<file path="src/rtl/bblur_pkg.sv">
// Shared types and fixed constants for the horizontal box blur line pass.
package bblur_pkg;

    localparam int CHANNELS        = 4;
    localparam int CH_W            = 8;
    localparam int PIX_W           = CHANNELS * CH_W;
    localparam int SUM_W           = 14;
    localparam int RECIP_W         = 25;
    localparam int FRAC_W          = 24;
    localparam int PROD_W          = SUM_W + RECIP_W;
    localparam int USER_W          = 2;

    localparam int LEN_CFG_W       = 13;
    localparam int FRAME_CFG_W     = 13;
    localparam int RAD_CFG_W       = 5;
    localparam int CFG_DATA_W      = 25;
    localparam int CFG_IDX_W       = 2;

    localparam int FRAME_LINES_MAX = 4096;
    localparam int LINE_CNT_W      = 12;

    localparam int LEN_RESET       = 4096;
    localparam int FRAME_RESET     = 4096;
    localparam int RAD_RESET       = 1;
    localparam int RECIP_RESET     = 5592405;

    localparam logic [CFG_IDX_W-1:0] REG_LINE_LENGTH     = 2'd0;
    localparam logic [CFG_IDX_W-1:0] REG_LINES_PER_FRAME = 2'd1;
    localparam logic [CFG_IDX_W-1:0] REG_RADIUS          = 2'd2;
    localparam logic [CFG_IDX_W-1:0] REG_WINDOW_RECIP    = 2'd3;

    typedef struct packed {
        logic line_end;
        logic frame_end;
        logic run_last;
    } bblur_flags_t;

    typedef struct packed {
        logic [PIX_W-1:0] pix;
        logic             first;
        logic             use_mem;
        logic             emit;
        bblur_flags_t     flags;
    } bblur_op_t;

endpackage

</file>
<file path="src/rtl/bblur_wmem.sv">
// Window memory: past pixels of the current line, one write and one registered read port.
module bblur_wmem #(
    parameter int MAX_RADIUS = 31
) (
    input  logic                               aclk,
    input  logic                               we_i,
    input  logic [$clog2(2*MAX_RADIUS+1)-1:0]  waddr_i,
    input  logic [bblur_pkg::PIX_W-1:0]        wdata_i,
    input  logic                               re_i,
    input  logic [$clog2(2*MAX_RADIUS+1)-1:0]  raddr_i,
    output logic [bblur_pkg::PIX_W-1:0]        rdata_o
);
    import bblur_pkg::*;

    localparam int DEPTH = 2 * MAX_RADIUS + 1;

    logic [PIX_W-1:0] mem [DEPTH];
    logic [PIX_W-1:0] rdata_reg;

    // A read of the entry being written returns the old contents.
    always_ff @(posedge aclk) begin
        if (we_i) begin
            mem[waddr_i] <= wdata_i;
        end
        if (re_i) begin
            rdata_reg <= mem[raddr_i];
        end
    end

    assign rdata_o = rdata_reg;

endmodule

</file>
<file path="config.mk">
export PLATFORM = sky130hd
export DESIGN_NAME = bblur_wmem
export DESIGN_NICKNAME = d
export VERILOG_FILES = /design/src/rtl/bblur_pkg.sv /design/src/rtl/bblur_wmem.sv
export SDC_FILE = /design/constraint.sdc
export NUM_CORES = 2
export LEC_CHECK = 0
export BUFFER_PORTS_ARGS = -buffer_cell sky130_fd_sc_hd__buf_4
export CORE_ASPECT_RATIO = 0.8
export CORE_MARGIN = 2
export CORE_UTILIZATION = 45
export CTS_BUF_LIST = sky130_fd_sc_hd__clkbuf_8
export DETAILED_ROUTE_END_ITERATION = 12
export PLACE_DENSITY_LB_ADDON = 0.1
export SLEW_MARGIN = 20
export SYNTH_ARGS = -nofsm -noshare
export SYNTH_HDL_FRONTEND = slang
export SYNTH_SLANG_ARGS = --single-unit
</file>
<file path="constraint.sdc">
create_clock -name aclk -period 5 [get_ports aclk]
set_clock_uncertainty 0.05 [all_clocks]
set_input_delay 0.25 -clock aclk [delete_from_list [all_inputs] [get_ports aclk]]
set_output_delay 0.25 -clock aclk [all_outputs]
set_load 0.05 [all_outputs]
</file>
Yosys cells after proc, flatten, opt, wreduce, memory -nomap -nowiden
Memory sizes are Yosys's and may differ from the RTL's. A register that Yosys moved wholly into a read port is not among the register bits.
Cells that the tools add are included.
W data, S select, Z words.
{ "classes": {"mux": 2, "bitwise_logic": 0, "mul": 0, "shifts": 0, "n_eq_ne": 0, "n_lt_le_gt_ge": 0, "div_mod_pow": 0, "n_addsub": 0, "n_reduce_logical": 0} }
{ "ops": {"columns": ["cell", "count"], "rows": [
  ["$mux W1", 2]
]} }
{ "totals": {"mem_bits_ro": 0, "latch_bits": 0, "out_inout_bits": 32, "register_bits": 0, "mem_count": 1, "inputBits": 47, "word_cells": 3, "ram_bits": 2016} }
{ "memory_table": {"columns": ["name", "depth", "width", "rd", "rd_clocked_by_memory_dff", "wr", "line_no", "text"], "rows": [
  ["mem", 63, 32, 1, 1, 1, "bblur_wmem.sv:17", "logic [PIX_W-1:0] mem [DEPTH];"]
]} }

Depth between registers and ports, before layout
{ "logic_depth": {"word_depth": 2, "mapped_depth": 10} }

Least setup slack after synthesis
No wires, ideal clock.
{ "synth_path": {"path_type": "input to register", "from": "input port waddr_i[4]", "to": "memory mem[32][0] (netlist bit) (enable)", "setup_slack_ps": 1393, "cell_stages": 4, "arrival_time_ps": 3096, "path_cell_list": "clkbuf_1 -> nor4bb_1 -> nand2b_1 -> nor3_1"} }
{ "synth_lines": {"columns": ["item", "line_no", "text"], "rows": [
  ["start, declared", "bblur_wmem.sv:7", "input logic [$clog2(2*MAX_RADIUS+1)-1:0] waddr_i,"],
  ["end, declared", "bblur_wmem.sv:17", null]
]} }
No word-level cell before the write port.

==> impl_metrics.yaml <==
outcome:
  outcome: "finished with violations"
  failed_checks: "DRC"
sta:
  rsz0062_at_grt: "no"
  relSlewSlack_pct: 12.0
  setup_viol: 0
  tns_ns: 0
  period_needed_ns: 3.25
  clock.fmax_mhz: 308
  fin_crit_sh_pct: 64.9
  worstMarginPinSlew_ns: 1.31
  slew_violations: 0
  hold_viol: 0
  setup_ws_ns: 1.75
final_layout:
  area_delta_synth_final_pct: 13.3
  final_nets: 4035
  fin_cells: 6514
  final_layout_size_suffix_gt1_share_pct: 27.1
clock_network:
  clockRootBuffer: "clkbuf_8"
  htree_levels: 5
  clock_sinks: 2048
  clk_latency_ns: 1.04
  clk_pin_slew_ns: 0.06
  cts_resized: 0
  numCtsBuffers: 334
  post_cts_buffers: 0
  clk_path_buf_depth: 4
  cts_tree: "built"
global_routing:
  globalRouteOverflowTotal: 0
  grt_pass1_wl_um: 317000
  grt_max_degree: 77
  gr-usage-all-layers_pct: 25.7
  grt_pass1_vias: 40500
  antenna_found_initial: 14
routing:
  routed-via-count: 40300
  route.detailed.drc: 2
  drtAntennaViolNets: 0
  vias_per_cell: 6.18
  dr.pass1.iters: 10
  wirelength_um: 228000
  drt_iter0_drc: 4787
  wire_per_inst_um: 35.0
die:
  core_um2: 174000
  std_cell_rows: 137
  start_util_pct: 45.2
  die_area_um2: 178000
  num_io_pins: 79
  die_x_um: 471
  die_height_um: 378
placed_design:
  dpl.cell_count: 5903
  dpl_worst_slack_ns: 1.43
  dp_hpwl_um: 130000
  gp_congestion: 0.806
  io_buffers: 78
worst_setup_path:
  crit_chain: "dlygate4sd3_1 > buf_4 > buf_4 > nor2_1 > nand2_1 > o22ai_1 > nor4_2 > o2bb2a_1 > dlygate4sd3_1"
  critPathBufInv: 4
  critPathTopFamily: "buffers and inverters"
  cp-end-kind: "register"
  cp-start-kind: "input pin"
  path_class: "input pin to register"
  crit_slowest_cell: "buf_4"
  arrival_ns: 4.10
  worst_path_largest_cell_delay_ns: 0.65
  crit_fanout: 37
  required_ns: 5.86
yosys:
  ys_seq_elements: 2048
  synth_area_leaders: "edfxtp_1 (78%), mux4_2 (12%), mux2i_1 (2.9%)"
  yosys_most_used_dff: "edfxtp_1"
  synth_cell_type_count: 52
  synthTopCellsByCount: "edfxtp_1 (2048), mux4_2 (406), mux2i_1 (224), nor2_1 (88), clkbuf_1 (78)"
  avgSynthCellArea_um2: 21.9
  synthesis.area_um2: 78500
  netlist.area_leader.share_pct: 78.3
  synthCells: 3583
  syn-num-nets: 3630
  synth_seq_area_share_pct: 78.3
  synth_most_common_cell: "edfxtp_1"
  synth_edf_count: 2048
  yosys.area.top_type: "edfxtp_1"
  async_flop_share_pct: 0
  yosysWarnings: 0
flow_run:
  cap_violations: 0
power_and_ir_drop:
  leakagePower_nw: 28.5
  ir_worst_vdd_mv: 0.318
  powerDensity_nw_per_um2: 388
  power_mw: 34.5
min_path:
  worstHoldPathType: "input pin to register"
-- worst register-to-register path: cells and delay by family (launching register included) --
kind | cells | cell delay, ns
compound gates | 3 | 0.81
buf+inv | 1 | 0.56
flops | 1 | 0.38
mux | 2 | 0.69
-- routing by layer --
metal	vias up	track usage, %	routed length [µm]
met5	-	0	0
met4	0	6.22	4580
met3	329	4.51	18600
met2	2027	39.3	105000
met1	21900	38.5	99500
li1	16000	-	-
-- timing repair --
item	4_1_cts	5_1_grt
hold buffers	41	0
hold endpoints to repair	2228	0
endpoints found under the setup margin	0	0
-- final timing paths --
kind / depth (start not counted) / slack [ns] / start / endpoint
worst max-delay path: 9 / 1.75 / raddr_i[3] / rdata_o[21]
worst min-delay path: 3 / 0.11 / waddr_i[3] / mem[21][17]
worst max register to register: 6 / 2.25 / mem[47][21] / rdata_o[21]
worst min register to register: 4 / 0.84 / mem[26][25] / rdata_o[25]
-- cell families (layout without fill, tap and decap cells) --
family	after synthesis	count (layout)	synth area share (%)
flip-flops	2048	2048	78.3
multiplexers	662	662	15.0
AO/OA/AOI/OAI	400	400	3.59
AND/OR/NAND/NOR	261	261	1.52
buffers and inverters	212	843	1.61
other	0	7	0
-- sequential cells by signal, indices dropped and copies added (netlist names) --
signal   flops
mem       2016
rdata_o     32
-- placed cells by master, fill, tap and decap left out, drive strengths merged, types with 16 or more instances in the layout --
master,synthesis,final
clkinv,0,119
nor2,88,88
nand3,20,20
buf,130,236
o21ai,57,57
a21oi,76,76
nor2b,28,28
mux2i,224,224
a211o,24,24
inv,4,92
edfxtp,2048,2048
o22ai,43,43
a211oi,33,33
mux2,32,32
nor3,16,16
clkbuf,78,340
dlygate4sd3,0,41
a221oi,16,16
a22oi,20,20
o221ai,62,62
mux4,406,406
nand2,75,75
-- where the power goes --
group,internal (mW),switching (mW),total [mW]
logic,0.662,1.35,2.01
clock network,6.84,6.52,13.4
registers,19.1,0.0677,19.1
-- final cells by class --
type | instances | area (µm²)
tap | 2293 | 2870
inverter | 4 | 15.0
clock buffer | 340 | 4680
antenna | 7 | 17.5
timing repair buffer | 277 | 2440
clock inverter | 222 | 1180
fill | 13700 | 84800
sequential | 2048 | 61500
multi-input combinational | 1323 | 16300
-- through the flow --
stage	instance area, µm²	hold slack [ns]	util (%)
2_1_floorplan	78500	0.299	-
3_3_place_gp	82600	0.746	47.5
3_5_place_dp	82700	0.748	47.6
4_1_cts	88900	0.00166	51.2
5_1_grt	89000	0.0577	51.2
6_report	89000	0.112	51.2
(Power assumes the default switching activity.)
