### src/rtl/bblur_pkg.sv
// Shared types and fixed constants for the horizontal box blur line pass.
package bblur_pkg;

    localparam int CHANNELS        = 4;
    localparam int CH_W            = 8;
    localparam int PIX_W           = CHANNELS * CH_W;
    localparam int SUM_W           = 14;
    localparam int RECIP_W         = 25;
    localparam int FRAC_W          = 24;
    localparam int PROD_W          = SUM_W + RECIP_W;
    localparam int USER_W          = 2;

    localparam int LEN_CFG_W       = 13;
    localparam int FRAME_CFG_W     = 13;
    localparam int RAD_CFG_W       = 5;
    localparam int CFG_DATA_W      = 25;
    localparam int CFG_IDX_W       = 2;

    localparam int FRAME_LINES_MAX = 4096;
    localparam int LINE_CNT_W      = 12;

    localparam int LEN_RESET       = 4096;
    localparam int FRAME_RESET     = 4096;
    localparam int RAD_RESET       = 1;
    localparam int RECIP_RESET     = 5592405;

    localparam logic [CFG_IDX_W-1:0] REG_LINE_LENGTH     = 2'd0;
    localparam logic [CFG_IDX_W-1:0] REG_LINES_PER_FRAME = 2'd1;
    localparam logic [CFG_IDX_W-1:0] REG_RADIUS          = 2'd2;
    localparam logic [CFG_IDX_W-1:0] REG_WINDOW_RECIP    = 2'd3;

    typedef struct packed {
        logic line_end;
        logic frame_end;
        logic run_last;
    } bblur_flags_t;

    typedef struct packed {
        logic [PIX_W-1:0] pix;
        logic             first;
        logic             use_mem;
        logic             emit;
        bblur_flags_t     flags;
    } bblur_op_t;

endpackage

### src/rtl/bblur_scale.sv
// Scaling of window sums by the reciprocal, rounding, saturation and the output register.
module bblur_scale (
    input  logic                                        aclk,
    input  logic                                        aresetn,
    input  logic                                        res_valid_i,
    input  logic [bblur_pkg::CHANNELS*bblur_pkg::SUM_W-1:0] res_sums_i,
    input  bblur_pkg::bblur_flags_t                     res_flags_i,
    input  logic [bblur_pkg::RECIP_W-1:0]               recip_i,
    output logic                                        c_ready_o,
    output logic                                        m_tvalid,
    input  logic                                        m_tready,
    output logic [bblur_pkg::PIX_W-1:0]                 m_tdata,
    output logic [bblur_pkg::USER_W-1:0]                m_tuser,
    output logic                                        m_tlast
);
    import bblur_pkg::*;

    localparam int Q_W = PROD_W + 1 - FRAC_W;

    logic                      c_valid_reg;
    logic [CHANNELS*SUM_W-1:0] c_sums_reg;
    bblur_flags_t              c_flags_reg;
    logic                      d_valid_reg;
    logic [PROD_W-1:0]         d_prod_reg [CHANNELS];
    bblur_flags_t              d_flags_reg;
    logic                      o_valid_reg;
    logic [PIX_W-1:0]          o_data_reg;
    bblur_flags_t              o_flags_reg;

    logic                      out_ready;
    logic                      d_ready;
    logic [PROD_W-1:0]         prod    [CHANNELS];
    logic [PROD_W:0]           rounded [CHANNELS];
    logic [Q_W-1:0]            q       [CHANNELS];
    logic [PIX_W-1:0]          o_data_next;

    always_comb begin
        out_ready = !o_valid_reg || m_tready;
        d_ready   = !d_valid_reg || out_ready;
        c_ready_o = !c_valid_reg || d_ready;
        for (int ch = 0; ch < CHANNELS; ch++) begin
            prod[ch]    = PROD_W'(c_sums_reg[ch*SUM_W +: SUM_W]) * PROD_W'(recip_i);
            rounded[ch] = (PROD_W+1)'(d_prod_reg[ch]) + ((PROD_W+1)'(1) << (FRAC_W - 1));
            q[ch]       = rounded[ch][PROD_W:FRAC_W];
            if (q[ch] > Q_W'(8'hFF)) begin
                o_data_next[ch*CH_W +: CH_W] = 8'hFF;
            end else begin
                o_data_next[ch*CH_W +: CH_W] = q[ch][CH_W-1:0];
            end
        end
    end

    always_ff @(posedge aclk) begin
        if (!aresetn) begin
            c_valid_reg <= 1'b0;
            d_valid_reg <= 1'b0;
            o_valid_reg <= 1'b0;
        end else begin
            if (c_ready_o) begin
                c_valid_reg <= res_valid_i;
            end
            if (d_ready) begin
                d_valid_reg <= c_valid_reg;
            end
            if (out_ready) begin
                o_valid_reg <= d_valid_reg;
            end
        end
    end

    always_ff @(posedge aclk) begin
        if (res_valid_i && c_ready_o) begin
            c_sums_reg  <= res_sums_i;
            c_flags_reg <= res_flags_i;
        end
        if (c_valid_reg && d_ready) begin
            for (int ch = 0; ch < CHANNELS; ch++) begin
                d_prod_reg[ch] <= prod[ch];
            end
            d_flags_reg <= c_flags_reg;
        end
        if (d_valid_reg && out_ready) begin
            o_data_reg  <= o_data_next;
            o_flags_reg <= d_flags_reg;
        end
    end

    assign m_tvalid = o_valid_reg;
    assign m_tdata  = o_data_reg;
    assign m_tuser  = {o_flags_reg.frame_end, o_flags_reg.line_end};
    assign m_tlast  = o_flags_reg.run_last;

endmodule

### config.mk
export PLATFORM = sky130hd
export DESIGN_NAME = bblur_scale
export DESIGN_NICKNAME = d
export VERILOG_FILES = /design/src/rtl/bblur_pkg.sv /design/src/rtl/bblur_scale.sv
export SDC_FILE = /design/constraint.sdc
export NUM_CORES = 2
export LEC_CHECK = 0
export ABC_AREA = 1
export BUFFER_PORTS_ARGS = -buffer_cell sky130_fd_sc_hd__buf_4
export CORE_MARGIN = 4
export CORE_UTILIZATION = 49
export DETAILED_ROUTE_END_ITERATION = 6
export PLACE_DENSITY_LB_ADDON = 0.05
export RECOVER_POWER = 25
export SYNTH_ARGS = -nofsm -noshare
export SYNTH_HDL_FRONTEND = slang
export SYNTH_SLANG_ARGS = --single-unit
### constraint.sdc
create_clock -name aclk -period 9.1 [get_ports aclk]
set_input_delay 1.82 -clock aclk [delete_from_list [all_inputs] [get_ports aclk]]
set_output_delay 1.82 -clock aclk [all_outputs]
set_load 0.1 [all_outputs]
; Word level (Yosys, flattened, before mapping)
; Memory sizes are Yosys's and may differ from the RTL's.
; Index checks and enable logic that the tools add are counted.
[op_classes]
n_addsub = 4
multipliers = 4
magnitude_cmp = 4
n_mux = 2
reduce_logical = 9
[op_table]
columns = cell, count
row1 = "39-bit by 24-bit adder with 40-bit output, second input constant", 4
row2 = 14-bit by 25-bit multiplier with 39-bit output, 4
row3 = "16-bit by 8-bit greater-than comparator with 1-bit output, second input constant", 4
row4 = 1-bit logical AND, 3
row5 = 1-bit logical NOT, 3
row6 = 1-bit logical OR, 3
row7 = 1-bit 2-to-1 mux, 2
[word_totals]
reg_bits = 100
ramBits = 156
inputBits = 88
elab_cells = 41
mem_count = 1
[mem_list]
columns = name, words, word_bits, rd, rd_ports_with_merged_regs, write_ports, line_no
row1 = d_prod_reg, 4, 39, 4, 0, 4, bblur_scale.sv:24  ; logic [PROD_W-1:0] d_prod_reg [CHANNELS];

; Logic depth before layout (Yosys ltp)
[logic_depth]
word_depth = 6
ltp_mapped = 29

; Worst setup path after synthesis
; OpenSTA, ideal clock, no wires.
[synth_path]
path_kind = in2reg
start = input recip_i[21] in the netlist's numbering
end = memory d_prod_reg[0][34] in the netlist's numbering, data pin
setup_time_ps = 252
arrival_ps = 6830
t_required_ps = 8848
setup_slack_ps = 2018
path_stages = 24
path_cell_list = clkbuf_1 > clkbuf_1 > nand2_1 > fa_1 > inv_1 > fa_1 > inv_1 > fa_1 > fa_1 > inv_1 > fa_1 > inv_1 > fa_1 > inv_1 > ha_1 > nand2_1 > inv_1 > a21oi_1 > a21boi_0 > nor2_1 > nor3_1 > nand2_1 > nand2_1 > nand2_1
[synth_lines]
columns = element, line_no
row1 = start: declaration, bblur_scale.sv:8  ; input logic [bblur_pkg::RECIP_W-1:0] recip_i,
row2 = end: declaration, bblur_scale.sv:24

==> results.py <==
metrics = {
    "status": {
        "outcome": "finished, final reports clean",
    },
    "final_layout": {
        "fin_nets": 8337,
        "syn_to_final_growth_pct": 4.89,
        "num_antenna_cells": 0,
        "largest_register_ffs": 64,
        "drive_gt1_frac": 0.0343,
        "fill_cells": 10700,
    },
    "logic_synthesis": {
        "synth_area_um2": 52700,
        "synth_edf_count": 161,
        "synth_area_leaders": "fa_1, inv_1, nand2_1",
        "synthArstFlopShare": 0,
        "postSynthCellCount": 6854,
        "post-synth-top-count-cell": "inv_1",
        "syn_avg_cell_area_um2": 7.69,
        "ys.flop_type": "edfxtp_1",
        "synth_cell_types": 43,
        "ys_ff_latch": 164,
        "synth_seq_area_share": 0.0929,
        "synth_area_leader_cell": "fa_1",
        "synth_top_area_frac": 0.413,
        "ys_warn_count": 0,
        "synth_nets": 8438,
        "netlist_top_cells_count": "inv_1, nand2_1, fa_1",
    },
    "drt": {
        "drt_iter0_drc": 2432,
        "via_count": 41100,
        "wl_per_cell_um": 17.6,
        "vias_per_cell": 5.03,
        "routed_wl_mm": 144,
        "drc_errors": 0,
        "ant_nets": 0,
        "dr.pass1.iters": 6,
    },
    "grt": {
        "grt_max_degree": 57,
        "grt_pass1_vias": 43800,
        "grt_pass1_wl_mm": 237,
        "antenna_found_initial": 2,
        "grt_usage": 0.268,
        "grt_overflow": 0,
    },
    "clocking": {
        "cts_tree": "built",
        "clk_pin_slew_worst_paths_ps": 70,
        "clk-insertion-delay-late_ps": 540,
        "cts-resized-gates": 0,
        "root_buffer": "clkbuf_16",
        "cts_setup_buffers": 0,
        "h-tree-depth": 4,
        "cts_buffers": 17,
        "cts_buffer_depth": 2,
        "cts_hold_buffers": 0,
        "numClockSinks": 164,
    },
    "die": {
        "die_h_um": 336,
        "io_pins": 125,
        "core_um2": 107000,
        "fp.dieW_um": 336,
        "start_util": 0.493,
        "dieArea_um2": 113000,
        "fp-row-count": 120,
    },
    "job": {
        "maxCapViolations": 0,
    },
    "worst_setup_path": {
        "max_stage_delay_ps": 590,
        "crit_chain": "buf_4 > buf_4 > nand2_1 > fa_1 > inv_1 > fa_1 > fa_1 > inv_1 > fa_1 > inv_1 > fa_1 > inv_1 > fa_1 > inv_1 > ha_1 > nand2_1 > nor2_1 > inv_1 > nor3_1 > nand4_1 > nand3_1 > nand2_1",
        "arrival_ps": 7540,
        "cp-end-kind": "flip-flop",
        "path_max_fanout": 43,
        "slowest_stage": "buf_4",
        "crit_family": "adder cells",
        "required_ps": 9380,
        "critPathBufInv": 8,
        "path_class": "input port to flip-flop",
        "cp-start-kind": "input port",
    },
    "timing": {
        "relSlewSlack": 0.122,
        "hold_slack_ps": 423,
        "finalSetupTns_ps": 0,
        "worst_pin_slew_ps": 1320,
        "min_period_ps": 7260,
        "rsz0062_at_grt": "false",
        "setup_viol": 0,
        "clock.fmax_mhz": 138,
        "layout_worst_path_cycle_share": 0.798,
        "hold_viol": 0,
        "clock-skew-final_ps": 28.5,
        "slew_violations": 0,
    },
    "place": {
        "numPortBuffers": 124,
        "routabilityCongestion": 0.906,
        "dpl.hpwl_mm": 110,
    },
    "worst_hold_path": {
        "hp-class": "flip-flop to flip-flop",
    },
}
==> worst paths after layout <==
path	startpoint	endpoint	slack, ps	depth (start not counted)
hold / removal	c_flags_reg[1]	d_flags_reg[1]	420	0
hold reg to reg	c_flags_reg[1]	d_flags_reg[1]	420	0
setup / recovery	recip_i[20]	d_prod_reg[3][36]	1840	22
setup reg to reg	c_sums_reg[35]	d_prod_reg[2][38]	2650	19
==> layer usage <==
layer / vias to the layer above / wire length (µm) / global-route usage
met1: 20600 / 63700 / 0.367
met4: 2 / 2620 / 0.0543
met3: 162 / 7310 / 0.0308
li1: 19400 / - / -
met2: 969 / 70100 / 0.463
met5: - / 12 / 0
==> cell type report <==
class	count	area (µm²)	area share
Clock buffer	19	433	0.00783
Clock inverter	13	125	0.00226
Inverter	1994	7490	0.136
Multi-Input combinational cell	4383	39100	0.708
Sequential cell	164	4890	0.0886
Tap cell	1403	1760	0.0318
Timing Repair Buffer	193	1450	0.0263
==> stage by stage <==
step / util / instances / cell area [µm²] / setup slack [ps]
2_1_floorplan: - / 6854 / 52700 / 2020
3_3_place_gp: 0.512 / 8137 / 54700 / 1320
3_5_place_dp: 0.512 / 8137 / 54700 / 1330
4_1_cts: 0.517 / 8169 / 55300 / 1920
5_1_grt: 0.517 / 8169 / 55300 / 1520
6_report: 0.517 / 8169 / 55300 / 1840
==> cell families after synthesis <==
kind of cell    after synthesis  share of synthesized area
xor+xnor                     64                     0.0106
compound gates              379                     0.0388
simple gates               2444                      0.183
fa+ha+maj                  1496                      0.510
flops                       164                     0.0929
buf+inv                    2307                      0.165
==> worst reg2reg max path, delay by kind of cell, from the launching register on <==
family | cells | cell delay (ps)
buf+inv | 3 | 160
compound gates | 4 | 910
simple gates | 5 | 570
flops | 1 | 1230
fa+ha+maj | 7 | 3330
==> layout by cell type (no fill, tap or decap), types with 17 or more instances in the layout <==
master / n
edfxtp_1: 161
clkbuf_4: 58
nand2_1: 1951
nand4_1: 47
fa_1: 1088
xor2_1: 49
nor2_1: 261
buf_4: 132
ha_1: 408
nand3_1: 114
inv_1: 1992
o21bai_1: 20
a21o_1: 22
nor3_1: 39
a21oi_1: 190
clkbuf_16: 17
o21ai_0: 115
Power is not shown: default switching activity piles up to over one toggle a cycle in this logic, so the estimate is an artifact.
