[config.mk]
export PLATFORM = sky130hd
export DESIGN_NAME = bblur_accum
export DESIGN_NICKNAME = d
export VERILOG_FILES = /design/src/rtl/bblur_pkg.sv /design/src/rtl/bblur_accum.sv
export SDC_FILE = /design/constraint.sdc
export NUM_CORES = 1
export LEC_CHECK = 0
export ABC_AREA = 0
export BUFFER_PORTS_ARGS = -buffer_cell sky130_fd_sc_hd__clkbuf_2
export CAP_MARGIN = 15
export CORE_AREA = 2 2 170 239
export CTS_CLUSTER_SIZE = 12
export DETAILED_ROUTE_END_ITERATION = 12
export DIE_AREA = 0 0 172 241
export GPL_TIMING_DRIVEN = 1
export SETUP_SLACK_MARGIN = 0.2
export SLEW_MARGIN = 20
export SYNTH_ARGS = -nofsm -noshare
export SYNTH_HDL_FRONTEND = slang
export SYNTH_SLANG_ARGS = --single-unit
[constraint.sdc]
create_clock -name aclk -period 4.2 [get_ports aclk]
set_input_delay 0 -clock aclk [delete_from_list [all_inputs] [get_ports aclk]]
set_output_delay 0 -clock aclk [all_outputs]
set_load 0.1 [all_outputs]
[src/rtl/bblur_pkg.sv]
// Shared types and fixed constants for the horizontal box blur line pass.
package bblur_pkg;

    localparam int CHANNELS        = 4;
    localparam int CH_W            = 8;
    localparam int PIX_W           = CHANNELS * CH_W;
    localparam int SUM_W           = 14;
    localparam int RECIP_W         = 25;
    localparam int FRAC_W          = 24;
    localparam int PROD_W          = SUM_W + RECIP_W;
    localparam int USER_W          = 2;

    localparam int LEN_CFG_W       = 13;
    localparam int FRAME_CFG_W     = 13;
    localparam int RAD_CFG_W       = 5;
    localparam int CFG_DATA_W      = 25;
    localparam int CFG_IDX_W       = 2;

    localparam int FRAME_LINES_MAX = 4096;
    localparam int LINE_CNT_W      = 12;

    localparam int LEN_RESET       = 4096;
    localparam int FRAME_RESET     = 4096;
    localparam int RAD_RESET       = 1;
    localparam int RECIP_RESET     = 5592405;

    localparam logic [CFG_IDX_W-1:0] REG_LINE_LENGTH     = 2'd0;
    localparam logic [CFG_IDX_W-1:0] REG_LINES_PER_FRAME = 2'd1;
    localparam logic [CFG_IDX_W-1:0] REG_RADIUS          = 2'd2;
    localparam logic [CFG_IDX_W-1:0] REG_WINDOW_RECIP    = 2'd3;

    typedef struct packed {
        logic line_end;
        logic frame_end;
        logic run_last;
    } bblur_flags_t;

    typedef struct packed {
        logic [PIX_W-1:0] pix;
        logic             first;
        logic             use_mem;
        logic             emit;
        bblur_flags_t     flags;
    } bblur_op_t;

endpackage

[src/rtl/bblur_accum.sv]
// Running sums: one add and one subtract per channel per step past a line's first.
module bblur_accum #(
    parameter int MAX_RADIUS = 31
) (
    input  logic                                        aclk,
    input  logic                                        aresetn,
    input  logic                                        op_valid_i,
    input  bblur_pkg::bblur_op_t                        op_i,
    input  logic [bblur_pkg::PIX_W-1:0]                 rdata_i,
    input  logic [$clog2(MAX_RADIUS+1):0]               win_i,
    input  logic                                        line_clear_i,
    input  logic                                        c_ready_i,
    output logic                                        ready_b_o,
    output logic                                        res_valid_o,
    output logic [bblur_pkg::CHANNELS*bblur_pkg::SUM_W-1:0] res_sums_o,
    output bblur_pkg::bblur_flags_t                     res_flags_o
);
    import bblur_pkg::*;

    localparam int WW     = $clog2(MAX_RADIUS + 1) + 1;
    localparam int INIT_W = WW + CH_W;

    logic              b_valid_reg;
    bblur_op_t         b_op_reg;
    logic [SUM_W-1:0]  sums_reg  [CHANNELS];
    logic [SUM_W-1:0]  sums_next [CHANNELS];
    logic [PIX_W-1:0]  first_pix_reg;

    logic              b_leave;
    logic              load;
    logic [PIX_W-1:0]  leave_pix;
    logic [CH_W-1:0]   px   [CHANNELS];
    logic [CH_W-1:0]   lv   [CHANNELS];
    logic [INIT_W-1:0] init [CHANNELS];

    always_comb begin
        b_leave   = b_valid_reg && (!b_op_reg.emit || c_ready_i);
        ready_b_o = !b_valid_reg || b_leave;
        load      = op_valid_i && ready_b_o;
        // Before the window has filled, the pixel leaving it is the line's first.
        leave_pix = b_op_reg.use_mem ? rdata_i : first_pix_reg;
        for (int ch = 0; ch < CHANNELS; ch++) begin
            px[ch]   = b_op_reg.pix[ch*CH_W +: CH_W];
            lv[ch]   = leave_pix[ch*CH_W +: CH_W];
            init[ch] = INIT_W'(win_i) * INIT_W'(px[ch]);
            if (b_op_reg.first) begin
                sums_next[ch] = SUM_W'(init[ch]);
            end else begin
                sums_next[ch] = sums_reg[ch] + SUM_W'(px[ch]) - SUM_W'(lv[ch]);
            end
            res_sums_o[ch*SUM_W +: SUM_W] = sums_next[ch];
        end
        res_valid_o = b_valid_reg && b_op_reg.emit;
        res_flags_o = b_op_reg.flags;
    end

    always_ff @(posedge aclk) begin
        if (!aresetn) begin
            b_valid_reg   <= 1'b0;
            first_pix_reg <= '0;
            for (int ch = 0; ch < CHANNELS; ch++) begin
                sums_reg[ch] <= '0;
            end
        end else if (line_clear_i) begin
            b_valid_reg <= 1'b0;
            for (int ch = 0; ch < CHANNELS; ch++) begin
                sums_reg[ch] <= '0;
            end
        end else begin
            if (load) begin
                b_valid_reg <= 1'b1;
            end else if (b_leave) begin
                b_valid_reg <= 1'b0;
            end
            if (b_leave) begin
                for (int ch = 0; ch < CHANNELS; ch++) begin
                    sums_reg[ch] <= sums_next[ch];
                end
                if (b_op_reg.first) begin
                    first_pix_reg <= b_op_reg.pix;
                end
            end
        end
    end

    always_ff @(posedge aclk) begin
        if (load) begin
            b_op_reg <= op_i;
        end
    end

endmodule

After elaboration in Yosys (flattened, before gate mapping)

Memories as Yosys holds them, arrays and structs flattened.
Index checks and enable logic that the tools add are counted.

Register bits after elaboration: 71
Output and inout port bits: 61
Memory bits (writable): 56
Memories: 1
Input bits: 81
Logic and storage cells: 65

Multiply operators: 4
$add $sub $neg: 8
Bitwise gates (word level): 10
Reductions and logical operators: 10
Multiplexer cells: 23

Memory list:

| memory   | words | bits a word | read ports | clocked after memory_dff | write ports | line              | source |
|---|---|---|---|---|---|---|---|
| sums_reg | 4     | 14          | 4          | 0                        | 4           | bblur_accum.sv:25 | `logic [SUM_W-1:0] sums_reg [CHANNELS];` |

Operators with widths:

| cell                        | count |
|---|---|
| two-way mux 14 bit          | 12 |
| adder 14 x 8 -> 14 bit      | 4 |
| multiplier 6 x 8 -> 14 bit  | 4 |
| subtractor 14 x 8 -> 14 bit | 4 |
| two-way mux 32 bit          | 1 |
| two-way mux 1 bit           | 10 |
| bitwise OR 1 bit            | 8 |
| logical AND 1 bit           | 3 |
| AND reduction 3 bit         | 1 |
| zero test 1 bit             | 2 |
| logical OR 1 bit            | 2 |
| inverter 1 bit              | 2 |
| nonzero test 2 bit          | 1 |
| OR reduction 2 bit          | 1 |

Depth between registers and ports, before layout

Depth after elaboration: 8
Mapped depth: 16
Depth with buffers taken out: 15

Worst setup path after synthesis

No wires, ideal clock.

Kind: register to register
Start point: register b_op_reg[19] in the netlist's numbering
End point: memory sums_reg[1][10] (data pin)
Buffers on the path: 0
Library setup time: 0.144 ns
Period minus slack after synthesis: 5.363 ns
Cell stages (with the launch flop): 15
Slack: -1.163 ns
Required time: 4.056 ns
Arrival time: 5.219 ns
Cells stage by stage: edfxtp_1 -> and2_1 -> fa_1 -> inv_1 -> fa_1 -> fa_1 -> inv_1 -> ha_1 -> nand2_1 -> o21ai_1 -> or4_1 -> a31oi_1 -> xor2_1 -> mux2i_1 -> and2_1

RTL lines:

| item                   | line              | source |
|---|---|---|
| start, declared        | bblur_accum.sv:24 | `bblur_op_t b_op_reg;` |
| start signal, assigned | bblur_accum.sv:88 | `b_op_reg <= op_i;` |
| end, declared          | bblur_accum.sv:25 |  |

Final worst setup path

Start point: register b_op_reg[18] in the netlist's numbering
End point: output res_sums_o[25] in the netlist's numbering

Cells in the longest elaborated chain, start to end: 3
Elaborated cells on any way between the ends: 4
Classes of those cells: add/sub (2); mul (1); mux (1)

Ends and longest elaborated chain:

| item                        | line              | source |
|---|---|---|
| adder 14 x 8 -> 14 bit      | bblur_accum.sv:49 | `sums_next[ch] = sums_reg[ch] + SUM_W'(px[ch]) - SUM_W'(lv[ch]);` |
| subtractor 14 x 8 -> 14 bit | bblur_accum.sv:49 |  |
| two-way mux 14 bit *        | bblur_accum.sv:46 | `if (b_op_reg.first) begin` |
| end, declared               | bblur_accum.sv:15 | `output logic [bblur_pkg::CHANNELS*bblur_pkg::SUM_W-1:0] res_sums_o,` |

Every way passes the cells marked *; elsewhere a longest branch is shown, timed or not.

==> results.ini <==
[die]
die_h_um=241
die_w_um=172
rows=86
start_util_pct=37.8
core-area_sq_um=39200
dieArea_sq_um=41500
io_pins=142

[synthesis]
ys_ff_latch=127
synth_nets=2042
async_flop_share_pct=0
syn-cell-area_sq_um=14800
yosysTopAreaCell=fa_1
ys_seq_area_share_pct=22.6
synthTopCellsByCount=inv_1 (306), and2_1 (182), nand2_1 (163)
synth_most_common_cell=inv_1
syn_inst=1685
yosysTopAreaCellShare_pct=17.8
ys_warn_count=0
ys_top_cells_by_area=fa_1 (18%), edfxtp_1 (16%), ha_1 (12%), inv_1 (7.7%), and2_1 (7.7%)
synth-edff-count=80
ys_types=62
ys.flop_type=edfxtp_1
avgSynthCellArea_sq_um=8.80

[sta]
maxSlewViolCount=0
setup_violations=17
fin_crit_sh_pct=106
rsz0062_at_grt=true
setup_slack_ns=-0.243
fin_worst_skew_ns=0.0108
fin_tns_setup_ns=-1.47
period_minus_slack_ns=4.44
slew_headroom_pct=34.4
fmax_ghz=0.225
worst_pin_slew_ns=0.981
hold_viol=0

[worst_setup_path]
cp_max_fo=6
cp_num_buf_inv=4
crit_slowest_cell=fa_1
r2r-start=b_op_reg[15]
worstSetupStartpointType=register
regToRegSetupSlack_ns=0.15
cpPeakStageDelay_ns=0.52
crit_top_cell=fa_1
cp_top_family=adder cells
crit_arrival_ns=4.44
required_ns=4.20
cp-end-kind=output pin
reg2reg_depth=14
critical_path.cell_chain=and2_4 > fa_1 > inv_2 > fa_1 > fa_1 > inv_2 > ha_4 > a211oi_4 > o21bai_1 > a21oi_2 > o21bai_1 > a21o_1 > xnor2_2 > buf_4 > a21oi_4 > buf_12
r2r-end=sums_reg[1][10]
critPathKind=register to output pin

[drt]
routed_via_density=5.00
wl_per_cell_um=17.2
drt_iter0_drc=638
via_count=12376
postRouteAntennaNets=0
drt-pass1-iter-count=5
drc=0
wl_um=42700

[final_layout]
fill_cells=3721
drive_gt1_share_pct=26.1
nets=2292
area_growth_pct=31.8
largest_reg_flops=56
fin_cells=2477

[grt]
overflow=0
grt_pass1_wl_um=68600
grt_pass1_vias=13376
grt_usage_pct=21.6
grt_max_degree=58
antenna_found_initial=3

[cts]
cts-root-buf=clkbuf_16
cts.sinks=127
htree_levels=4
numCtsBuffers=17
cts_max_path_buffers=2
insertion_delay_ns=0.46
cts.clk_slew.worst_paths_ns=0.06
cts_tree=built

[worst_hold_path]
hold-path-endpoint=sums_reg[2][10]
holdPathStages=5
hp-start=line_clear_i
hp-class=input pin to register

[place]
io_buffer_count=141
dp_cells=2343
gp_congestion=0.858
hpwlAfterDp_um=31700

[power]
p_per_area_nw_per_um2=506
intPower_mw=5.05
swShare_pct=49.0
combinationalPowerShare_pct=69.6
p_leak_nw=9.10
p_clk_share_pct=16.0
ir_drop_mv=0.678
sequentialPowerShare_pct=14.4
p_sw_mw=4.85

[run_status]
status=finished with violations
violations=negative setup slack

[job]
cap_viol_max_count=0

==> logic make-up (layout without fill, tap and decap cells) <==
logic type | Yosys count | after routing | share of synthesized area, %
flip-flops | 127 | 127 | 22.6
adder cells (fa/ha/maj) | 276 | 276 | 30.0
XOR/XNOR | 67 | 67 | 3.96
buffers and inverters | 365 | 628 | 9.34
AND/OR/NAND/NOR | 487 | 487 | 16.7
multiplexers | 43 | 43 | 3.18
AO/OA/AOI/OAI | 320 | 320 | 14.3
other | 0 | 1 | 0
==> stage by stage <==
step                setup WS [ns]  utilization (%)  hold WS [ns]  cell area (sq um)  power, mW
floorplan                 -0.0558                -        0.0989              15300       5.79
global placement            0.132             44.1         0.178              17300       7.25
detailed placement         0.0805             44.1         0.179              17300       7.30
CTS                        -0.217             48.6        0.0848              19000       9.54
global route               -0.391             49.9         0.115              19500       10.5
finish                     -0.243             49.9         0.110              19500       9.90
==> routing by layer <==
layer  routed length, um  share of wire, %  track usage [%]
met3                1370               3.2             3.02
met2               22900                54             40.6
met5                  13             0.030                0
met1               17500                41             24.9
met4                 950               2.2             7.00
==> final cells by class <==
type | count | area (sq um) | share of cell area, %
repair buffers | 289 | 2520 | 12.9
diodes | 1 | 2.50 | 0.0128
flip-flops and latches | 127 | 3340 | 17.1
clock buffers | 18 | 429 | 2.20
clock inverters | 14 | 168 | 0.858
well taps | 528 | 661 | 3.38
multi-input cells | 1193 | 11300 | 57.7
inverters | 307 | 1150 | 5.90
==> worst max-delay path by stage <==
| stage | depth (start not counted) | from | to | slack [ns] |
|---|---|---|---|---|
| after floorplan | 14 | b_op_reg[19] | sums_reg[1][10] | -0.06 |
| after global placement | 14 | b_op_reg[10] | sums_reg[0][12] | 0.13 |
| after detailed placement | 14 | b_op_reg[18] | sums_reg[1][12] | 0.08 |
| after CTS | 16 | b_op_reg[18] | res_sums_o[25] | -0.22 |
| after global routing | 16 | b_op_reg[18] | res_sums_o[25] | -0.39 |
| final | 16 | b_op_reg[18] | res_sums_o[25] | -0.24 |
==> cell usage in the layout, fill, tap and decap left out, types with 13 or more instances in the layout <==
cell             n
xor2_1          31
mux2_1          24
nor2_1          52
nand2_1        156
nor2b_1         13
a21oi_1         41
inv_2           17
fa_1           122
ha_1           119
dlygate4sd3_1   41
o21ai_2         23
a21o_1          32
o21ai_0         21
a21oi_2         17
and2_1         143
a211oi_1        20
buf_12          35
inv_1          290
clkbuf_2       106
buf_6           20
clkbuf_16       17
and2_4          38
xnor2_1         23
a21boi_1        33
edfxtp_1        80
buf_4           86
o21ai_1         28
nand3_1         14
dfxtp_1         47
o21a_1          20
ha_4            21
==> worst min-delay path: cells and delay by family <==
| kind | cells | cell delay [ns] |
|---|---|---|
| AOI/OAI and AO/OA | 2 | 0.13 |
| and+or+nand+nor | 1 | 0.06 |
| buffers and inverters | 2 | 0.32 |
==> power groups by stage <==
stage | clock network, mW | logic (mW) | registers, mW
6_report | 1.59 | 6.89 | 1.42
5_1_grt | 1.66 | 7.36 | 1.43
3_3_place_gp | 0 | 5.80 | 1.45
4_1_cts | 1.62 | 6.50 | 1.42
3_5_place_dp | 0 | 5.84 | 1.46
2_1_floorplan | 0 | 4.34 | 1.44
==> repair_timing <==
| item | CTS | global route |
|---|---|---|
| hold endpoints to repair | 43 | 0 |
| setup endpoints to repair | 42 | 50 |
| pin swaps | 70 | 49 |
| hold buffers | 41 | 0 |
| gates resized for setup | 115 | 79 |
| setup buffers | 37 | 23 |
Power figures use the tool's default switching activity.
