==> config.mk <==
export PLATFORM = sky130hd
export DESIGN_NAME = bblur_issue
export DESIGN_NICKNAME = d
export VERILOG_FILES = /design/src/rtl/bblur_pkg.sv /design/src/rtl/bblur_issue.sv
export SDC_FILE = /design/constraint.sdc
export NUM_CORES = 1
export LEC_CHECK = 0
export BUFFER_PORTS_ARGS = -buffer_cell sky130_fd_sc_hd__buf_2
export CORE_UTILIZATION = 50
export CTS_CLUSTER_DIAMETER = 30
export DETAILED_ROUTE_END_ITERATION = 8
export GPL_ROUTABILITY_DRIVEN = 0
export PLACE_DENSITY = 0.87
export SYNTH_ARGS = -nofsm -noshare
export SYNTH_HDL_FRONTEND = slang
export SYNTH_SLANG_ARGS = --single-unit
==> constraint.sdc <==
create_clock -name aclk -period 8.92 [get_ports aclk]
set_input_delay 1.338 -clock aclk [delete_from_list [all_inputs] [get_ports aclk]]
set_output_delay 1.338 -clock aclk [all_outputs]
set_load 0.01 [all_outputs]
==> src/rtl/bblur_pkg.sv <==
// Shared types and fixed constants for the horizontal box blur line pass.
package bblur_pkg;

    localparam int CHANNELS        = 4;
    localparam int CH_W            = 8;
    localparam int PIX_W           = CHANNELS * CH_W;
    localparam int SUM_W           = 14;
    localparam int RECIP_W         = 25;
    localparam int FRAC_W          = 24;
    localparam int PROD_W          = SUM_W + RECIP_W;
    localparam int USER_W          = 2;

    localparam int LEN_CFG_W       = 13;
    localparam int FRAME_CFG_W     = 13;
    localparam int RAD_CFG_W       = 5;
    localparam int CFG_DATA_W      = 25;
    localparam int CFG_IDX_W       = 2;

    localparam int FRAME_LINES_MAX = 4096;
    localparam int LINE_CNT_W      = 12;

    localparam int LEN_RESET       = 4096;
    localparam int FRAME_RESET     = 4096;
    localparam int RAD_RESET       = 1;
    localparam int RECIP_RESET     = 5592405;

    localparam logic [CFG_IDX_W-1:0] REG_LINE_LENGTH     = 2'd0;
    localparam logic [CFG_IDX_W-1:0] REG_LINES_PER_FRAME = 2'd1;
    localparam logic [CFG_IDX_W-1:0] REG_RADIUS          = 2'd2;
    localparam logic [CFG_IDX_W-1:0] REG_WINDOW_RECIP    = 2'd3;

    typedef struct packed {
        logic line_end;
        logic frame_end;
        logic run_last;
    } bblur_flags_t;

    typedef struct packed {
        logic [PIX_W-1:0] pix;
        logic             first;
        logic             use_mem;
        logic             emit;
        bblur_flags_t     flags;
    } bblur_op_t;

endpackage

==> src/rtl/bblur_issue.sv <==
// Column sequencer: accepts pixels, runs the end-of-line flush and drives the window memory.
module bblur_issue #(
    parameter int MAX_RADIUS = 31,
    parameter int MAX_LINE   = 4096
) (
    input  logic                               aclk,
    input  logic                               aresetn,
    input  logic                               s_tvalid,
    output logic                               s_tready,
    input  logic [bblur_pkg::PIX_W-1:0]        s_tdata,
    input  logic [$clog2(MAX_LINE+1)-1:0]      len_i,
    input  logic [$clog2(MAX_RADIUS+1)-1:0]    r_i,
    input  logic [$clog2(MAX_RADIUS+1):0]      win_i,
    input  logic [$clog2(2*MAX_RADIUS+1)-1:0]  start_i,
    input  logic [bblur_pkg::FRAME_CFG_W-1:0]  frame_i,
    input  logic                               line_clear_i,
    input  logic                               ready_b_i,
    output logic                               op_valid_o,
    output bblur_pkg::bblur_op_t               op_o,
    output logic                               mem_we_o,
    output logic [$clog2(2*MAX_RADIUS+1)-1:0]  mem_waddr_o,
    output logic                               mem_re_o,
    output logic [$clog2(2*MAX_RADIUS+1)-1:0]  mem_raddr_o
);
    import bblur_pkg::*;

    localparam int RW    = $clog2(MAX_RADIUS + 1);
    localparam int WW    = RW + 1;
    localparam int DEPTH = 2 * MAX_RADIUS + 1;
    localparam int PTR_W = $clog2(DEPTH);
    localparam int COL_W = $clog2(MAX_LINE + MAX_RADIUS);
    localparam int KW    = (COL_W > WW) ? COL_W : WW;

    function automatic logic [PTR_W-1:0] inc_ptr(input logic [PTR_W-1:0] p);
        logic [PTR_W-1:0] q;
        if (p == PTR_W'(DEPTH - 1)) begin
            q = '0;
        end else begin
            q = p + PTR_W'(1);
        end
        return q;
    endfunction

    logic [COL_W-1:0]      col_reg,    col_next;
    logic [PTR_W-1:0]      wptr_reg,   wptr_next;
    logic [PTR_W-1:0]      rptr_reg,   rptr_next;
    logic                  flush_reg,  flush_next;
    logic [RW-1:0]         remain_reg, remain_next;
    logic                  fend_reg,   fend_next;
    logic [LINE_CNT_W-1:0] lines_reg,  lines_next;
    logic [PIX_W-1:0]      hold_reg;

    logic             pix_fire;
    logic             flush_fire;
    logic             first;
    logic             use_mem;
    logic             at_r;
    logic             at_end;
    logic             r_zero;
    logic             fend;
    logic             last_step;
    logic [PTR_W-1:0] rd_addr;
    logic [PTR_W-1:0] wr_addr;

    always_comb begin
        s_tready   = ready_b_i && !flush_reg;
        pix_fire   = s_tvalid && s_tready;
        flush_fire = flush_reg && ready_b_i;
        first      = (col_reg == '0);
        use_mem    = (KW'(col_reg) >= KW'(win_i));
        at_r       = (KW'(col_reg) >= KW'(r_i));
        at_end     = (KW'(col_reg) >= KW'(len_i) - KW'(1));
        r_zero     = (r_i == '0);
        fend       = (FRAME_CFG_W'(lines_reg) + FRAME_CFG_W'(1) >= frame_i);
        last_step  = (remain_reg == RW'(1));
        rd_addr    = (first && !flush_reg) ? start_i : rptr_reg;
        wr_addr    = first ? '0 : wptr_reg;

        op_o = '0;
        if (flush_reg) begin
            op_o.pix             = hold_reg;
            op_o.use_mem         = use_mem;
            op_o.emit            = 1'b1;
            op_o.flags.line_end  = last_step;
            op_o.flags.frame_end = last_step && fend_reg;
            op_o.flags.run_last  = last_step;
        end else begin
            op_o.pix             = s_tdata;
            op_o.first           = first;
            op_o.use_mem         = use_mem;
            op_o.emit            = at_r;
            op_o.flags.line_end  = at_end && r_zero;
            op_o.flags.frame_end = at_end && r_zero && fend;
            op_o.flags.run_last  = at_r && (!at_end || r_zero);
        end
        op_valid_o  = flush_reg || s_tvalid;
        mem_re_o    = op_valid_o && ready_b_i;
        mem_raddr_o = rd_addr;
        mem_we_o    = pix_fire;
        mem_waddr_o = wr_addr;
    end

    always_comb begin
        col_next    = col_reg;
        wptr_next   = wptr_reg;
        rptr_next   = rptr_reg;
        flush_next  = flush_reg;
        remain_next = remain_reg;
        fend_next   = fend_reg;
        lines_next  = lines_reg;
        if (line_clear_i) begin
            col_next    = '0;
            flush_next  = 1'b0;
            remain_next = '0;
        end else if (pix_fire) begin
            rptr_next = inc_ptr(rd_addr);
            wptr_next = inc_ptr(wr_addr);
            col_next  = col_reg + COL_W'(1);
            if (at_end) begin
                fend_next  = fend;
                lines_next = fend ? '0 : lines_reg + LINE_CNT_W'(1);
                if (r_zero) begin
                    col_next = '0;
                end else begin
                    flush_next  = 1'b1;
                    remain_next = r_i;
                end
            end
        end else if (flush_fire) begin
            rptr_next   = inc_ptr(rptr_reg);
            remain_next = remain_reg - RW'(1);
            if (last_step) begin
                flush_next = 1'b0;
                col_next   = '0;
            end else begin
                col_next = col_reg + COL_W'(1);
            end
        end
    end

    always_ff @(posedge aclk) begin
        if (!aresetn) begin
            col_reg    <= '0;
            wptr_reg   <= '0;
            rptr_reg   <= '0;
            flush_reg  <= 1'b0;
            remain_reg <= '0;
            fend_reg   <= 1'b0;
            lines_reg  <= '0;
        end else begin
            col_reg    <= col_next;
            wptr_reg   <= wptr_next;
            rptr_reg   <= rptr_next;
            flush_reg  <= flush_next;
            remain_reg <= remain_next;
            fend_reg   <= fend_next;
            lines_reg  <= lines_next;
        end
    end

    // The last pixel of a line is replayed for every flush step.
    always_ff @(posedge aclk) begin
        if (pix_fire && at_end) begin
            hold_reg <= s_tdata;
        end
    end

endmodule

Word level (Yosys, flattened, before mapping)
Cells that the tools add are included.

Add/sub/neg operators: 8. $lt $le $gt $ge: 4. Eq/ne operators: 6. Multiplexer cells: 25. Bitwise logic cells: 2. Reductions and logical operators: 24.

Operators by type and width (count): $mux 13 (5); $mux 6 (7); $mux 32 (1); $ge 13x13->1 (2); $mux 5 (4); $add 6x1->6 const B (3); $eq 6x6->1 const B (3); $add 12x1->13 const B (1); $add 13x1->13 const B (1); $ge 13x5->1 (1); $ge 13x6->1 (1); $logic_not 13->1 (1); $sub 13x1->13 const B (1); $add 12x1->12 const B (1); $mux 12 (1); $logic_and 1x1->1 (10); $mux 1 (6); $reduce_and 3->1 (2); $eq 5x1->1 const B (1); $logic_not 5->1 (1); $sub 5x1->5 const B (1); $mux 4 (1); $reduce_and 2->1 (2); $reduce_and 4->1 (1); other kinds (7) (11).

Register bits: 76. Bits of input ports: 80. Output and inout port bits: 54. Word-level logic and storage cells: 77.

Depth between registers and ports, before layout
Word-level depth: 6. Depth in mapped cells: 14. Gate-level depth less buffers: 13.

Worst setup path before layout
Ideal clock, no wire load.

Path kind: input-to-reg. From: input len_i[6]. To: register hold_reg[0] (enable). Library setup time: 0.432 ns. Arrival: 4.736 ns. Required time: 8.488 ns. Path slack: 3.752 ns. Cell stages on the path: 8. Buffers on the path: 0. Path through: or4_1 -> nor4_1 -> xnor2_1 -> ha_1 -> and4_1 -> o211ai_1 -> o21bai_2 -> a21oi_1.

Word-level cells in the longest chain between the ends: 3.

Ends and longest elaborated chain: start: declaration (line bblur_issue.sv:11) `input logic [$clog2(MAX_LINE+1)-1:0] len_i,`; $sub 13x1->13 (line bblur_issue.sv:72) `at_end = (KW'(col_reg) >= KW'(len_i) - KW'(1));`; $ge 13x13->1 (line bblur_issue.sv:72); $logic_and 1x1->1 (line bblur_issue.sv:163) `if (pix_fire && at_end) begin`; end signal: assignment (line bblur_issue.sv:164) `hold_reg <= s_tdata;`; end: declaration (line bblur_issue.sv:51) `logic [PIX_W-1:0] hold_reg;`.

Every way passes these cells. A chain may end at the register's enable or synchronous reset.

==> qor.csv <==
metric;value;unit
total number of yosys warnings;0;
# clock sinks;76;
I/O pin cnt;134;
Yosys top cell area share;17.59;%
port bufs;133;
nets;846;
clk slew on worst S/H paths;0.08;ns
VDD IR max;80.22;uV
Finished Cell Area;6366;um^2
clock skew;0.01312;ns
H-tree depth;3;
clk_lat worst skew;0.36;ns
Clock Path Buffers;2;
sequential share of power;50.8;%
commonest non-fill, non-tap cell in the layout;buf_2;
DR WL/cell;14.87;um
setup TNS;0;ns
RSZ-0062 raised after global routing;false;
CTS Root Cell;clkbuf_8;
Final period util;64.42;%
Synth Cell Area;5464;um^2
Avg Cell Area, Syn;9.122;um^2
CTS tree;built;
Worst slew margin;31.46;%
final setup fails;0;
core area;10460;um^2
row count;37;
Yosys top cell by area;edfxtp_1;
fmax;174.0;MHz
max-cap violation count;0;
layout cells sized above 1;29.64;%
crit path kind;input pin to output pin;
First-pass DRT Iterations;4;
antenna cells;0;
largest net degree at the start of global routing;49;
Post-synth EDFFs;32;
first-pass GRT wire length;21.05;mm
postcts setup bufs;0;
top cells by area, synth;edfxtp_1 18%, dfxtp_1 16%, ha_1 11%;
cts bufs inserted;9;
Slew Limit Fails;0;
via count;4901;
combinational power share;13.7;%
fill cell count;901;
Hold Violations, Final;0;
DRC viols;0;
Die Y;106.5;um
Power Dens Cells;113.3;nW/um^2
Synth async-reset ratio;0;%
min Tclk post-route;5.746;ns
hpwl dp;9.637;mm
Clock power frac;35.5;%
Power Internal;0.5167;mW
Setup crit end kind;output pin;
vias in the first global route;4741;
initial antenna violation count;0;
Synthesized Nets;728;
Yosys cell types;74;
#FFs+latches synth;76;
Vias/cell;5.712;
CP Launch Type;input pin;
P_leak;2.757;nW
most frequent cells in the layout;133 x buf_2, 49 x ha_1, 47 x nor2_1;
net switching power;0.2047;mW
Seq/Total Area, Yosys;33.71;%
Post-Syn Instances;599;
Die Wd;106.5;um
GRT Util Overall;22.75;%
CTS Hold Bufs;0;
Area Growth Syn to Fin;16.51;%
DRT iter0 DRCs;286;
post-cts resize count;0;
switch share;28.37;%
Antenna Violating Nets Remaining;0;
area of placed instances;6177;um^2
status;completed;
DIE AREA;11350;um^2
total congestion overflow;0;
Top FF cell, synth;dfxtp_1;
WL final;12.76;mm
worst hold path type;flip-flop to flip-flop;
worst-margin pin slew;1.028;ns
Largest register FFs;32;
Initial Util;52.22;%
WP data required;7.58;ns
Worst Path Max Fanout;5;
Crit path arrival time;4.41;ns
-- layer usage --
layer,wire (um),vias to the layer above,global-route usage [%],part of all wire [%]
met5,0,-,0,0
met1,5560,2274,28.08,44
met3,682,32,2.943,5.3
met2,6207,181,39.94,49
met4,306,0,9.198,2.4
li1,-,2414,-,-
-- metrics by stage --
| stage | worst slack, ns | power [mW] | hold WS [ns] | std cells | utilization (%) |
|---|---|---|---|---|---|
| finish | 3.174 | 0.7214 | 0.5000 | 858 | 60.85 |
| global route | 2.938 | 0.7513 | 0.5562 | 858 | 60.85 |
| CTS | 3.181 | 0.7248 | 0.5044 | 858 | 60.85 |
| detailed placement | 3.191 | 0.4730 | 0.4928 | 842 | 59.04 |
| global placement | 3.373 | 0.4686 | 0.4747 | 842 | 59.04 |
| floorplan | 3.752 | 0.4312 | 0.4615 | 599 | - |
-- worst paths after layout --
path	from	end	slack [ns]	cells past startpoint
worst max-delay path	len_i[6]	op_o[1]	3.17	12
worst min-delay path	wptr_reg[4]	wptr_reg[4]	0.50	2
worst max register to register	lines_reg[0]	lines_reg[8]	5.68	14
worst min register to register	wptr_reg[4]	wptr_reg[4]	0.50	2
-- power groups by stage --
stage	sequential, mW	clock [mW]	combinational (mW)
2_1_floorplan	0.373	0	0.0579
3_3_place_gp	0.374	0	0.0943
3_5_place_dp	0.374	0	0.0985
4_1_cts	0.366	0.259	0.0993
5_1_grt	0.367	0.274	0.110
6_report	0.367	0.256	0.0991
-- cell usage after synthesis, types with 3 or more instances --
cell type  instances
nand3b_1          12
ha_1              49
nor3_1             8
nor2_1            47
buf_4              5
nand4_1            7
nand2_1           45
or4_1              6
and2_1             5
inv_1             35
dfxtp_1           44
edfxtp_1          32
buf_2              6
nor4_1             7
a21oi_1           28
o21a_1             4
xnor2_1           17
a31oi_1            7
o211ai_1           7
a21o_1             3
nand2b_1           7
nand4b_1           3
a21oi_2            3
buf_1              6
and3_1            13
nand3_1           32
mux2_2            37
o31ai_1            3
clkbuf_1           8
a211oi_1           4
xor2_1            19
o21ai_0           35
-- cell families after synthesis --
kind of cell | after synthesis | share of synthesized area (%)
AND/OR/NAND/NOR | 212 | 21.02
AO/OA/AOI/OAI | 121 | 14.61
flip-flops | 76 | 33.71
buffers and inverters | 64 | 5.152
adder cells (fa/ha/maj) | 49 | 11.22
multiplexers | 41 | 8.518
XOR/XNOR | 36 | 5.771
-- final cells by class --
class / instances / area (um^2) / share of cell area, %
multi-input cells: 459 / 3352 / 52.65
clock buffers: 9 / 123.9 / 1.946
repair buffers: 134 / 673.1 / 10.57
well taps: 136 / 170.2 / 2.673
inverters: 37 / 138.9 / 2.182
clock inverters: 7 / 65.06 / 1.022
flip-flops and latches: 76 / 1843 / 28.95
-- critical path, stage by stage --
cell and delay [ns]:
buf_2 0.13, or4_1 0.58, nor4_1 0.38, xnor2_1 0.11, ha_1 0.33, and4_1 0.27, o211ai_1 0.10, o21bai_2 0.29
nand2_1 0.20, nand2_1 0.11, o32ai_1 0.36, buf_2 0.21
(Power assumes the default switching activity.)
